==> config.mk <==
export PLATFORM = sky130hd
export DESIGN_NAME = pid_controller_flat
export DESIGN_NICKNAME = d
export VERILOG_FILES = /design/src/rtl/pidc_pkg.sv /design/src/rtl/pidc_in_if.sv /design/src/rtl/pidc_out_if.sv /design/src/rtl/pidc_cfg_if.sv /design/src/rtl/pidc_integ.sv /design/src/rtl/pid_controller.sv /design/src/flat_wrapper.sv
export SDC_FILE = /design/constraint.sdc
export NUM_CORES = 2
export LEC_CHECK = 0
export BUFFER_PORTS_ARGS = -buffer_cell sky130_fd_sc_hd__buf_2
export CORE_MARGIN = 2
export CORE_UTILIZATION = 50
export CTS_CLUSTER_DIAMETER = 40
export DETAILED_ROUTE_END_ITERATION = 7
export PLACE_DENSITY = 0.78
export SYNTH_ARGS = -nofsm -noshare
export SYNTH_HDL_FRONTEND = slang
export SYNTH_HIERARCHICAL = 1
export SYNTH_SLANG_ARGS = --single-unit
==> constraint.sdc <==
create_clock -name i_clk -period 12.4 [get_ports i_clk]
set_input_delay 1.24 -clock i_clk [delete_from_list [all_inputs] [get_ports i_clk]]
set_output_delay 1.24 -clock i_clk [all_outputs]
set_load 0.01 [all_outputs]
==> src/rtl/pidc_pkg.sv <==
// Shared types and constants for the PID controller.
package pidc_pkg;

    localparam int unsigned CFG_IDX_W  = 3;
    localparam int unsigned CFG_DATA_W = 32;
    localparam int unsigned GAIN_W     = 24;
    localparam int unsigned SAMPLE_W   = 16;
    localparam int unsigned ILIM_W     = 31;
    localparam int unsigned OLIM_W     = 15;
    localparam int unsigned INTEG_W    = 32;
    localparam int unsigned ERR_W      = 17;
    localparam int unsigned FRAC_W     = 12;

    typedef logic signed [SAMPLE_W-1:0] t_sample;
    typedef logic signed [GAIN_W-1:0]   t_gain;

    typedef enum logic {
        OP_STEP  = 1'b0,
        OP_CLEAR = 1'b1
    } t_opcode;

    typedef enum logic [CFG_IDX_W-1:0] {
        CFG_KP     = 3'd0,
        CFG_KI_DT  = 3'd1,
        CFG_KD_DT  = 3'd2,
        CFG_ILIMIT = 3'd3,
        CFG_OLIMIT = 3'd4
    } t_cfg_idx;

    typedef struct packed {
        logic advance;
        logic clear;
    } t_integ_ctl;

endpackage

==> src/rtl/pidc_in_if.sv <==
// Command channel: opcode plus reference and feedback samples.
interface pidc_in_if import pidc_pkg::*; ();
    logic    valid;
    logic    ready;
    logic    opcode;
    t_sample reference;
    t_sample feedback;

    modport source (output valid, output opcode, output reference, output feedback,
                    input ready);
    modport sink   (input valid, input opcode, input reference, input feedback,
                    output ready);
endinterface

==> src/rtl/pidc_out_if.sv <==
// Result channel: controller drive and clamp flag.
interface pidc_out_if import pidc_pkg::*; ();
    logic    valid;
    logic    ready;
    t_sample control_output;
    logic    output_clamped;

    modport source (output valid, output control_output, output output_clamped,
                    input ready);
    modport sink   (input valid, input control_output, input output_clamped,
                    output ready);
endinterface

==> src/rtl/pidc_cfg_if.sv <==
// Configuration write channel: register index and write data.
interface pidc_cfg_if import pidc_pkg::*; ();
    logic                  valid;
    logic                  ready;
    logic [CFG_IDX_W-1:0]  index;
    logic [CFG_DATA_W-1:0] data;

    modport source (output valid, output index, output data, input ready);
    modport sink   (input valid, input index, input data, output ready);
endinterface

==> src/rtl/pidc_integ.sv <==
// Integral accumulator with symmetric clamp or 32-bit saturation.
module pidc_integ import pidc_pkg::*; (
    input  logic                      i_clk,
    input  logic                      i_rst_n,
    input  t_integ_ctl                i_ctl,
    input  logic signed [28:0]        i_incr,
    input  logic [ILIM_W-1:0]         i_limit,
    output logic signed [INTEG_W-1:0] o_next,
    output logic signed [INTEG_W-1:0] o_integral
);

    logic signed [INTEG_W-1:0] r_integral;
    logic signed [INTEG_W-1:0] n_integral;
    logic signed [INTEG_W:0]   w_sum;
    logic signed [INTEG_W:0]   w_lim;

    assign w_sum = (INTEG_W+1)'(r_integral) + (INTEG_W+1)'(i_incr);
    assign w_lim = $signed({2'b00, i_limit});

    always_comb begin
        if (i_ctl.clear) begin
            n_integral = '0;
        end else if (i_limit != '0) begin
            if (w_sum > w_lim) begin
                n_integral = INTEG_W'(w_lim);
            end else if (w_sum < -w_lim) begin
                n_integral = INTEG_W'(-w_lim);
            end else begin
                n_integral = INTEG_W'(w_sum);
            end
        end else begin
            if (w_sum > (INTEG_W+1)'(33'sd2147483647)) begin
                n_integral = {1'b0, {(INTEG_W-1){1'b1}}};
            end else if (w_sum < -(INTEG_W+1)'(33'sd2147483648)) begin
                n_integral = {1'b1, {(INTEG_W-1){1'b0}}};
            end else begin
                n_integral = INTEG_W'(w_sum);
            end
        end
    end

    always_ff @(posedge i_clk) begin
        if (!i_rst_n) begin
            r_integral <= '0;
        end else if (i_ctl.advance) begin
            r_integral <= n_integral;
        end
    end

    assign o_next     = n_integral;
    assign o_integral = r_integral;

endmodule

==> src/rtl/pid_controller.sv <==
// Top level of the positional PID controller with integral and output clamps.
// One transaction per clock is accepted and one result per clock is delivered while
// the result channel is ready. A result passes four registers: input register,
// product register (the three gain multiplies), integral register (the
// accumulate-and-clamp loop), and output register. Each stage holds its item under
// backpressure, so the channel keeps accepting while a finished result waits, until
// all four stages are full. Configuration writes take effect at once and are always
// accepted; write them only while no command is in flight.
module pid_controller import pidc_pkg::*; (
    input  logic       i_clk,
    input  logic       i_rst_n,
    pidc_cfg_if.sink   i_cfg,
    pidc_in_if.sink    i_cmd,
    pidc_out_if.source o_res
);

    // configuration
    t_gain               r_kp;
    t_gain               r_ki;
    t_gain               r_kd;
    logic [ILIM_W-1:0]   r_ilim;
    logic [OLIM_W-1:0]   r_olim;

    // pipeline valids and handshakes
    logic r_v1, r_v2, r_v3, r_v4;
    logic w_acc, w_mv1, w_mv2, w_mv3;
    logic w_rdy2, w_rdy3, w_rdy4;

    // stage 1
    logic    r_s1_op;
    t_sample r_s1_ref;
    t_sample r_s1_fb;

    // stage 2
    logic signed [ERR_W-1:0] r_prev_err;
    logic signed [ERR_W-1:0] w_err;
    logic signed [ERR_W:0]   w_delta;
    logic signed [40:0]      w_p_prod;
    logic signed [40:0]      w_i_prod;
    logic signed [41:0]      w_d_prod;
    logic signed [28:0]      r_s2_p;
    logic signed [28:0]      r_s2_i;
    logic signed [29:0]      r_s2_d;
    logic                    r_s2_clr;

    // stage 3
    t_integ_ctl                w_ictl;
    logic signed [INTEG_W-1:0] w_int_next;
    logic signed [INTEG_W-1:0] w_integral;
    logic signed [INTEG_W-1:0] r_s3_int;
    logic signed [30:0]        r_s3_pd;
    logic                      r_s3_clr;

    // stage 4
    logic signed [32:0] w_sum;
    logic signed [32:0] w_olim;
    t_sample            n_out;
    logic               n_hit;
    t_sample            r_out;
    logic               r_hit;

    assign i_cfg.ready = 1'b1;

    always_ff @(posedge i_clk) begin
        if (!i_rst_n) begin
            r_kp   <= '0;
            r_ki   <= '0;
            r_kd   <= '0;
            r_ilim <= '0;
            r_olim <= '0;
        end else if (i_cfg.valid) begin
            unique case (i_cfg.index)
                CFG_KP:     r_kp   <= GAIN_W'(i_cfg.data);
                CFG_KI_DT:  r_ki   <= GAIN_W'(i_cfg.data);
                CFG_KD_DT:  r_kd   <= GAIN_W'(i_cfg.data);
                CFG_ILIMIT: r_ilim <= ILIM_W'(i_cfg.data);
                CFG_OLIMIT: r_olim <= OLIM_W'(i_cfg.data);
                default: ;
            endcase
        end
    end

    assign w_rdy4      = !r_v4 || o_res.ready;
    assign w_mv3       = r_v3 && w_rdy4;
    assign w_rdy3      = !r_v3 || w_rdy4;
    assign w_mv2       = r_v2 && w_rdy3;
    assign w_rdy2      = !r_v2 || w_rdy3;
    assign w_mv1       = r_v1 && w_rdy2;
    assign i_cmd.ready = !r_v1 || w_rdy2;
    assign w_acc       = i_cmd.valid && i_cmd.ready;

    always_ff @(posedge i_clk) begin
        if (!i_rst_n) begin
            r_v1 <= 1'b0;
            r_v2 <= 1'b0;
            r_v3 <= 1'b0;
            r_v4 <= 1'b0;
        end else begin
            r_v1 <= w_acc || (r_v1 && !w_mv1);
            r_v2 <= w_mv1 || (r_v2 && !w_mv2);
            r_v3 <= w_mv2 || (r_v3 && !w_mv3);
            r_v4 <= w_mv3 || (r_v4 && !o_res.ready);
        end
    end

    always_ff @(posedge i_clk) begin
        if (w_acc) begin
            r_s1_op  <= i_cmd.opcode;
            r_s1_ref <= i_cmd.reference;
            r_s1_fb  <= i_cmd.feedback;
        end
    end

    // error, delta and the three products; >>> 12 floors
    assign w_err    = ERR_W'(r_s1_ref) - ERR_W'(r_s1_fb);
    assign w_delta  = (ERR_W+1)'(w_err) - (ERR_W+1)'(r_prev_err);
    assign w_p_prod = 41'(r_kp) * 41'(w_err);
    assign w_i_prod = 41'(r_ki) * 41'(w_err);
    assign w_d_prod = 42'(r_kd) * 42'(w_delta);

    always_ff @(posedge i_clk) begin
        if (!i_rst_n) begin
            r_prev_err <= '0;
        end else if (w_mv1) begin
            r_prev_err <= (r_s1_op == OP_CLEAR) ? '0 : w_err;
        end
    end

    always_ff @(posedge i_clk) begin
        if (w_mv1) begin
            r_s2_p   <= 29'(w_p_prod >>> FRAC_W);
            r_s2_i   <= 29'(w_i_prod >>> FRAC_W);
            r_s2_d   <= 30'(w_d_prod >>> FRAC_W);
            r_s2_clr <= (r_s1_op == OP_CLEAR);
        end
    end

    assign w_ictl.advance = w_mv2;
    assign w_ictl.clear   = r_s2_clr;

    pidc_integ u_integ (
        .i_clk      (i_clk),
        .i_rst_n    (i_rst_n),
        .i_ctl      (w_ictl),
        .i_incr     (r_s2_i),
        .i_limit    (r_ilim),
        .o_next     (w_int_next),
        .o_integral (w_integral)
    );

    always_ff @(posedge i_clk) begin
        if (w_mv2) begin
            r_s3_int <= w_int_next;
            r_s3_pd  <= 31'(r_s2_p) + 31'(r_s2_d);
            r_s3_clr <= r_s2_clr;
        end
    end

    assign w_sum  = 33'(r_s3_pd) + 33'(r_s3_int);
    assign w_olim = $signed({18'b0, r_olim});

    always_comb begin
        n_out = '0;
        n_hit = 1'b0;
        if (!r_s3_clr) begin
            if (r_olim != '0) begin
                if (w_sum > w_olim) begin
                    n_out = SAMPLE_W'(w_olim);
                    n_hit = 1'b1;
                end else if (w_sum < -w_olim) begin
                    n_out = SAMPLE_W'(-w_olim);
                    n_hit = 1'b1;
                end else begin
                    n_out = SAMPLE_W'(w_sum);
                end
            end else begin
                if (w_sum > 33'sd32767) begin
                    n_out = 16'sh7FFF;
                    n_hit = 1'b1;
                end else if (w_sum < -33'sd32768) begin
                    n_out = 16'sh8000;
                    n_hit = 1'b1;
                end else begin
                    n_out = SAMPLE_W'(w_sum);
                end
            end
        end
    end

    always_ff @(posedge i_clk) begin
        if (w_mv3) begin
            r_out <= n_out;
            r_hit <= n_hit;
        end
    end

    assign o_res.valid          = r_v4;
    assign o_res.control_output = r_out;
    assign o_res.output_clamped = r_hit;

    a_integ_clear: assert property (@(posedge i_clk) disable iff (!i_rst_n)
        (w_mv2 && r_s2_clr) |=> (w_integral == '0))
        else $error("integral not cleared by clear command");

    a_prev_clear: assert property (@(posedge i_clk) disable iff (!i_rst_n)
        (w_mv1 && (r_s1_op == OP_CLEAR)) |=> (r_prev_err == '0))
        else $error("previous error not cleared by clear command");

    a_accept_lands: assert property (@(posedge i_clk) disable iff (!i_rst_n)
        w_acc |=> r_v1)
        else $error("accepted transaction lost at input stage");

endmodule
==> src/flat_wrapper.sv <==
// flat-port wrapper written by rule: the top's interface ports become plain ports
module pid_controller_flat import pidc_pkg::*;
  (i_clk, i_rst_n, i_cfg_valid, i_cfg_index, i_cfg_data, i_cfg_ready, i_cmd_valid, i_cmd_opcode, i_cmd_reference, i_cmd_feedback, i_cmd_ready, o_res_valid, o_res_control_output, o_res_output_clamped, o_res_ready);
  pidc_cfg_if i_cfg_i ();
  pidc_in_if i_cmd_i ();
  pidc_out_if o_res_i ();
  input  logic i_clk;
  input  logic i_rst_n;
  input wire logic [$bits(i_cfg_i.valid)-1:0] i_cfg_valid;
  input wire logic [$bits(i_cfg_i.index)-1:0] i_cfg_index;
  input wire logic [$bits(i_cfg_i.data)-1:0] i_cfg_data;
  output wire logic [$bits(i_cfg_i.ready)-1:0] i_cfg_ready;
  input wire logic [$bits(i_cmd_i.valid)-1:0] i_cmd_valid;
  input wire logic [$bits(i_cmd_i.opcode)-1:0] i_cmd_opcode;
  input wire logic [$bits(i_cmd_i.reference)-1:0] i_cmd_reference;
  input wire logic [$bits(i_cmd_i.feedback)-1:0] i_cmd_feedback;
  output wire logic [$bits(i_cmd_i.ready)-1:0] i_cmd_ready;
  output wire logic [$bits(o_res_i.valid)-1:0] o_res_valid;
  output wire logic [$bits(o_res_i.control_output)-1:0] o_res_control_output;
  output wire logic [$bits(o_res_i.output_clamped)-1:0] o_res_output_clamped;
  input wire logic [$bits(o_res_i.ready)-1:0] o_res_ready;
  assign i_cfg_i.valid = i_cfg_valid;
  assign i_cfg_i.index = i_cfg_index;
  assign i_cfg_i.data = i_cfg_data;
  assign i_cfg_ready = i_cfg_i.ready;
  assign i_cmd_i.valid = i_cmd_valid;
  assign i_cmd_i.opcode = i_cmd_opcode;
  assign i_cmd_i.reference = i_cmd_reference;
  assign i_cmd_i.feedback = i_cmd_feedback;
  assign i_cmd_ready = i_cmd_i.ready;
  assign o_res_valid = o_res_i.valid;
  assign o_res_control_output = o_res_i.control_output;
  assign o_res_output_clamped = o_res_i.output_clamped;
  assign o_res_i.ready = o_res_ready;
  pid_controller u_core (.i_clk(i_clk), .i_rst_n(i_rst_n), .i_cfg(i_cfg_i), .i_cmd(i_cmd_i), .o_res(o_res_i));
endmodule
Word level (Yosys, flattened, before mapping):

Index checks and enable logic that the tools add are counted.
W data, S select, Z words.

* add/sub/neg operators: 7
* equal/unequal tests: 4
* mux-type cells: 17
* reduce and logical (&&, ||, !) cells: 32
* multipliers: 3
* $lt $le $gt $ge: 8

Operators with widths (number)
* $mux W32: 6
* $mul A24 B17 Y41: 2
* $mux W16: 5
* $lt A33 B33 Y1: 2
* $mul A24 B18 Y42: 1
* $add A31 B32 Y33: 1
* $add A32 B29 Y33: 1
* $gt A33 B16 Y1: 1
* $gt A33 B16 Y1 const B: 1
* $gt A33 B32 Y1: 1
* $gt A33 B32 Y1 const B: 1
* $lt A33 B16 Y1 const B: 1
* $lt A33 B32 Y1 const B: 1
* $neg A15 Y33: 1
* $neg A31 Y33: 1
* $add A29 B30 Y31: 1
* $reduce_bool A31 Y1: 1
* $sub A17 B17 Y18: 1
* $mux W17: 1
* $sub A16 B16 Y17: 1
* $reduce_bool A15 Y1: 1
* $reduce_and A2 Y1: 5
* $logic_and A1 B1 Y1: 8
* $logic_not A1 Y1: 8
* other kinds (6): 18

* input bits: 73
* logic and storage cells: 94
* register bits: 374

Logic depth before layout (Yosys ltp):

* depth after elaboration: 8
* depth in mapped cells: 45
* depth with buffers taken out: 43

Hierarchy:

Netlist, hierarchy kept.

Modules (own cells, without submodules)
* pid_controller: cells each 6485, area an instance 60793.3 sq um, instances 1
* pidc_integ: cells each 856, area an instance 6333.6 sq um, instances 1

Worst setup path after synthesis:

No wires, ideal clock.

* path kind: register to register
* start point: register u_core.r_s1_fb[1]
* end point: register u_core.r_s2_d[29], data pin
* data arrival time: 9.667 ns
* library setup time: 0.270 ns
* cell stages (with the launch flop): 43
* setup slack: 2.463 ns
* data required time: 12.130 ns
* cells stage by stage: edfxtp_1 inv_1 ha_1 nor2b_1 o21ai_0 a21boi_0 o211ai_1 a21oi_1 a2111oi_0 o31ai_1 a21oi_1 xnor2_1 clkbuf_1 ha_1 clkbuf_1 and3_1 a211o_1 a21oi_1 (+7 left out) fa_1 fa_1 fa_1 inv_1 fa_1 inv_1 ha_1 a21oi_1 o21bai_1 a21oi_1 o21a_1 nor2_1 o21ai_0 a211oi_1 nor3_1 nor3_1 nor3_1 or3b_2

* cells in the longest elaborated chain, start to end: 3

Ends and longest elaborated chain
* start: declaration: RTL line pid_controller.sv:32 `t_sample r_s1_fb;`
* start signal: assignment: RTL line pid_controller.sv:110 `r_s1_fb <= i_cmd.feedback;`
* $sub A16 B16 Y17: RTL line pid_controller.sv:115 `assign w_err = ERR_W'(r_s1_ref) - ERR_W'(r_s1_fb);`
* $sub A17 B17 Y18: RTL line pid_controller.sv:116 `assign w_delta = (ERR_W+1)'(w_err) - (ERR_W+1)'(r_prev_err);`
* $mul A24 B18 Y42: RTL line pid_controller.sv:119 `assign w_d_prod = 42'(r_kd) * 42'(w_delta);`
* named net u_core.w_d_prod[41]: RTL line pid_controller.sv:40 `logic signed [41:0] w_d_prod;`
* end signal: assignment: RTL line pid_controller.sv:133 `r_s2_d <= 30'(w_d_prod >>> FRAC_W);`
* end: declaration: RTL line pid_controller.sv:43 `logic signed [29:0] r_s2_d;`

The timed path passes the listed nets, and every way through them passes these cells.
A chain may end at the register's enable or synchronous reset.

Worst setup path after layout:

Same ends and word-level chain as after synthesis.

==> run_results.csv <==
group,metric,value,unit
route,wire_per_inst,20.74,um
critical_path,critPathMostFrequentCell,"fa_1",
sta,hold_viol_final,0,
critical_path,r2r_setup_slack,1.12,ns
yosys,post_synth_num_cell_types,102,
route,num_vias,51810,
placed_design,placed_cells,8922,
global_routing,grt_pass1_vias,54630,
sta,worstMarginPinSlew,1.205,ns
yosys,asyncSetResetFlopFracSynth,0,%
pwr,p_per_area,134.5,mW/mm2
sta,min_period,11.28,ns
floorplan,rows,134,
clock_tree,htreeDepth,2,
layout,drive_above_1_share,5.378,%
route,initialDrtViolationCount,5118,
clock_tree,cts_root_buf,"clkbuf_16",
clock_tree,clkTransAtPathRegs,0.06,ns
pwr,comb_power_share,63.9,%
min_path,min_delay_path_depth,2,
yosys,synthCells,7341,
global_routing,grt_pass1_wl,299200,um
min_path,hp-class,"flip-flop to flip-flop",
route,routed_wl,187600,um
critical_path,r2r_end,"u_core/r_s2_d[29]",
floorplan,die_w,370.4,um
yosys,synth-edff-count,203,
clock_tree,clkSinkCount,374,
critical_path,max_stage_delay,0.78,ns
min_path,worstHoldEndpoint,"u_core/r_kd[14]",
layout,area_delta_synth_final,6.317,%
clock_tree,ctsLongestPathBuffers,3,
run,maxCapViolCount,0,
sta,setup_viol,0,
route,drcViolationCount,0,
global_routing,antenna_found_initial,13,
pwr,max-vdd-ir-drop,0.0001632,V
pwr,internal_power,0.004797,W
critical_path,end_kind,"flip-flop",
floorplan,core-area,0.1333,mm2
sta,setup_ws,1.118,ns
global_routing,grt_max_degree,66,
global_routing,overflow,0,
yosys,synth_sequential_area_ratio,14.18,%
layout,nets,9047,
global_routing,grt_use_total,27.96,%
critical_path,critPathArrivalTime,11.67,ns
sta,fmax,88.63,MHz
layout,final_cells,9042,
clock_tree,cts_buffers,61,
pwr,switching_power,0.004804,W
yosys,ys_seq_elements,374,
yosys,synth_fp_nets,9171,
critical_path,cp_slowest_cell,"a2111oi_0",
placed_design,preCtsSetupSlack,0.9730,ns
sta,whs,0.4711,ns
clock_tree,tritoncts,"done",
critical_path,rr_worst_depth,38,
critical_path,r2r-start,"u_core/r_s1_fb[1]",
sta,fin_skew,0.07207,ns
yosys,synth_area_per_cell,9.144,um2
critical_path,worst-path-max-fanout,18,
critical_path,critPathKind,"flip-flop to flip-flop",
route,viasPerCell,5.730,
pwr,p_leak,31.74,nW
pwr,p_sw_share,50.04,%
yosys,synth.largest_area_cell,"fa_1",
placed_design,place.gp.congestion,0.9518,
critical_path,required,12.79,ns
clock_tree,clock_latency,0.69,ns
sta,slew_viol_final,0,
min_path,holdCritStartpoint,"u_core/r_kd[14]",
yosys,syn_area,0.06713,mm2
route,ant_nets,0,
sta,slew_headroom,19.05,%
yosys,synthFlopType,"edfxtp_1",
yosys,yosysTopAreaCellShare,36.65,%
critical_path,cpLargestDelayFamily,"adder cells",
floorplan,die_h,370.4,um
pwr,power.share.clock,18.0,%
floorplan,boundaryPins,93,
sta,finalSetupTns,0,ns
critical_path,cp_num_buf_inv,6,
critical_path,critPathLaunchType,"flip-flop",
run_status,run_status,"completed",
sta,period_share,90.99,%
yosys,ys_warn_count,6,
pwr,p_seq_share,18.0,%
floorplan,fp.dieArea,0.1372,mm2
placed_design,hpwl,145500,um
sta,rsz0062_at_grt,"no",
floorplan,initial_utilization,50.36,%
yosys,synthTopCellsByArea,"fa_1 (37%), ha_1 (9.8%), edfxtp_1 (9.1%)",
route,first_pass_iters,6,
clock_tree,cts_hold_buf,0,
placed_design,port-buffer-count,90,
-- per-stage QoR --
| stage | util [%] | cell area [um2] | total power (W) |
|---|---|---|---|
| 3_3_place_gp | 51.93 | 69220 | 0.007554 |
| 2_1_floorplan | - | 67130 | 0.005825 |
| 6_report | 53.54 | 71370 | 0.009601 |
| 5_1_grt | 53.54 | 71360 | 0.01029 |
| 3_5_place_dp | 51.93 | 69220 | 0.007744 |
| 4_1_cts | 53.53 | 71340 | 0.009522 |
-- layer usage --
layer | up-vias | global-route usage, % | wire (um)
li1 | 22770 | - | -
met1 | 26030 | 35.32 | 71850
met2 | 2478 | 46.28 | 88450
met3 | 530 | 5.281 | 16980
met4 | 8 | 13.31 | 10230
met5 | - | 0 | 52
-- cell usage in the layout (no fill, tap or decap), types with 12 or more instances in the layout --
| master | netlist | routed |
|---|---|---|
| xnor2_2 | 0 | 13 |
| a221oi_1 | 20 | 20 |
| nand3_1 | 84 | 84 |
| a21boi_0 | 134 | 134 |
| a22oi_1 | 17 | 16 |
| o21a_1 | 41 | 41 |
| fa_1 | 1229 | 1228 |
| nand2_1 | 1114 | 1114 |
| clkbuf_16 | 0 | 62 |
| xnor2_1 | 170 | 157 |
| a31oi_1 | 23 | 22 |
| o31ai_1 | 16 | 16 |
| a211oi_1 | 48 | 47 |
| ha_1 | 528 | 527 |
| or2_2 | 18 | 18 |
| dfxtp_1 | 171 | 171 |
| buf_4 | 8 | 77 |
| nand3b_1 | 16 | 16 |
| a21o_1 | 71 | 71 |
| nor2b_1 | 175 | 174 |
| nand2b_1 | 109 | 109 |
| edfxtp_1 | 203 | 203 |
| o21ai_0 | 115 | 115 |
| o211ai_1 | 50 | 50 |
| or3_1 | 26 | 26 |
| inv_1 | 1354 | 1353 |
| o21bai_1 | 18 | 18 |
| a211o_1 | 12 | 12 |
| a32o_1 | 23 | 23 |
| nor2_1 | 203 | 200 |
| a211oi_2 | 11 | 12 |
| and2_1 | 395 | 396 |
| a21oi_1 | 191 | 189 |
| and3_1 | 26 | 26 |
| buf_2 | 16 | 89 |
| nor4_1 | 15 | 15 |
| xor2_1 | 51 | 46 |
| nor3_1 | 88 | 88 |
| nand4_1 | 46 | 46 |
-- cells in the mapped netlist (17+ instances only) --
cell type / n
buf_1: 49
a22oi_1: 17
inv_1: 1354
o21ai_0: 115
a31oi_1: 23
nand3_1: 84
nand2_1: 1114
fa_1: 1229
clkbuf_1: 277
a21o_1: 71
a21oi_1: 191
o211ai_1: 50
nand4_1: 46
and3_1: 26
o21a_1: 41
or3_1: 26
a21boi_0: 134
and2_1: 395
a221oi_1: 20
nand2b_1: 109
xnor2_1: 170
or2_2: 18
a211oi_1: 48
a32o_1: 23
nor2b_1: 175
xor2_1: 51
dfxtp_1: 171
ha_1: 528
edfxtp_1: 203
o21bai_1: 18
nor3_1: 88
nor2_1: 203
-- logic make-up (layout without fill, tap and decap cells) --
group	Yosys count	count (layout)	synth area share (%)
and+or+nand+nor	2363	2363	17.01
adders and majority gates	1757	1757	46.49
buffers and inverters	1710	1639	9.672
AOI/OAI and AO/OA	899	899	9.501
DFF	374	374	14.18
xor gates and xnor gates	221	221	2.884
muxes	16	16	0.2554
other	1	5	0.005586
-- layout make-up --
cell class,instances,area [um2]
flip-flops and latches,374,9519
repair buffers,167,1044
inverters,1356,5091
well taps,1768,2212
clock inverters,48,520.5
multi-input cells,5257,51370
clock buffers,68,1604
diodes,4,10.01
fillers,11560,61920
-- worst min-delay path, cell delays in order (launching register included) --
cell	delay, ns
dfxtp_1	0.31
nand2_1	0.05
a21boi_0	0.06
-- timing repair --
| item | in CTS | in global routing |
|---|---|---|
| resized for setup | 0 | 1 |
| buffers inserted | 0 | 0 |
| endpoints found under the setup margin | 0 | 1 |
-- worst max-delay path by stage --
stage / end / cells after the start / from / slack [ns]
6_report: u_core/r_s2_d[29] / 38 / u_core/r_s1_fb[1] / 1.12
5_1_grt: u_core/r_s2_d[29] / 38 / u_core/r_s1_fb[1] / 0.35
4_1_cts: u_core/r_s2_d[29] / 38 / u_core/r_s1_fb[1] / 0.94
3_5_place_dp: u_core/r_s2_d[29] / 38 / u_core/r_s1_fb[1] / 0.97
3_3_place_gp: u_core/r_s2_d[29] / 38 / u_core/r_s1_fb[1] / 1.21
2_1_floorplan: u_core/r_s2_d[29] / 42 / u_core/r_s1_fb[1] / 2.46
-- power groups by stage --
stage	registers [W]	logic (W)	clock network (W)
6_report	0.00173	0.00614	0.00173
5_1_grt	0.00174	0.00675	0.00181
4_1_cts	0.00173	0.00604	0.00175
3_5_place_dp	0.00175	0.00600	0
3_3_place_gp	0.00175	0.00581	0
2_1_floorplan	0.00167	0.00416	0
-- registers in the layout, indices dropped and copies added (netlist names) --
name	flops
u_core/r_s1_fb	16
u_core/r_v3	1
u_core/r_s3_pd	31
u_core/r_s3_clr	1
u_core/r_s1_ref	16
u_core/r_s2_d	30
u_core/r_olim	15
u_core/o_res.valid	1
u_core/r_v2	1
u_core/r_kd	24
u_core/u_integ/o_integral	32
u_core/o_res.control_output	16
u_core/r_prev_err	17
u_core/r_s1_op	1
u_core/r_s2_p	29
u_core/r_kp	24
u_core/r_s2_i	29
u_core/r_ki	24
u_core/o_res.output_clamped	1
u_core/r_s3_int	32
u_core/r_v1	1
u_core/r_ilim	31
u_core/r_s2_clr	1
Power figures use the tool's default switching activity.
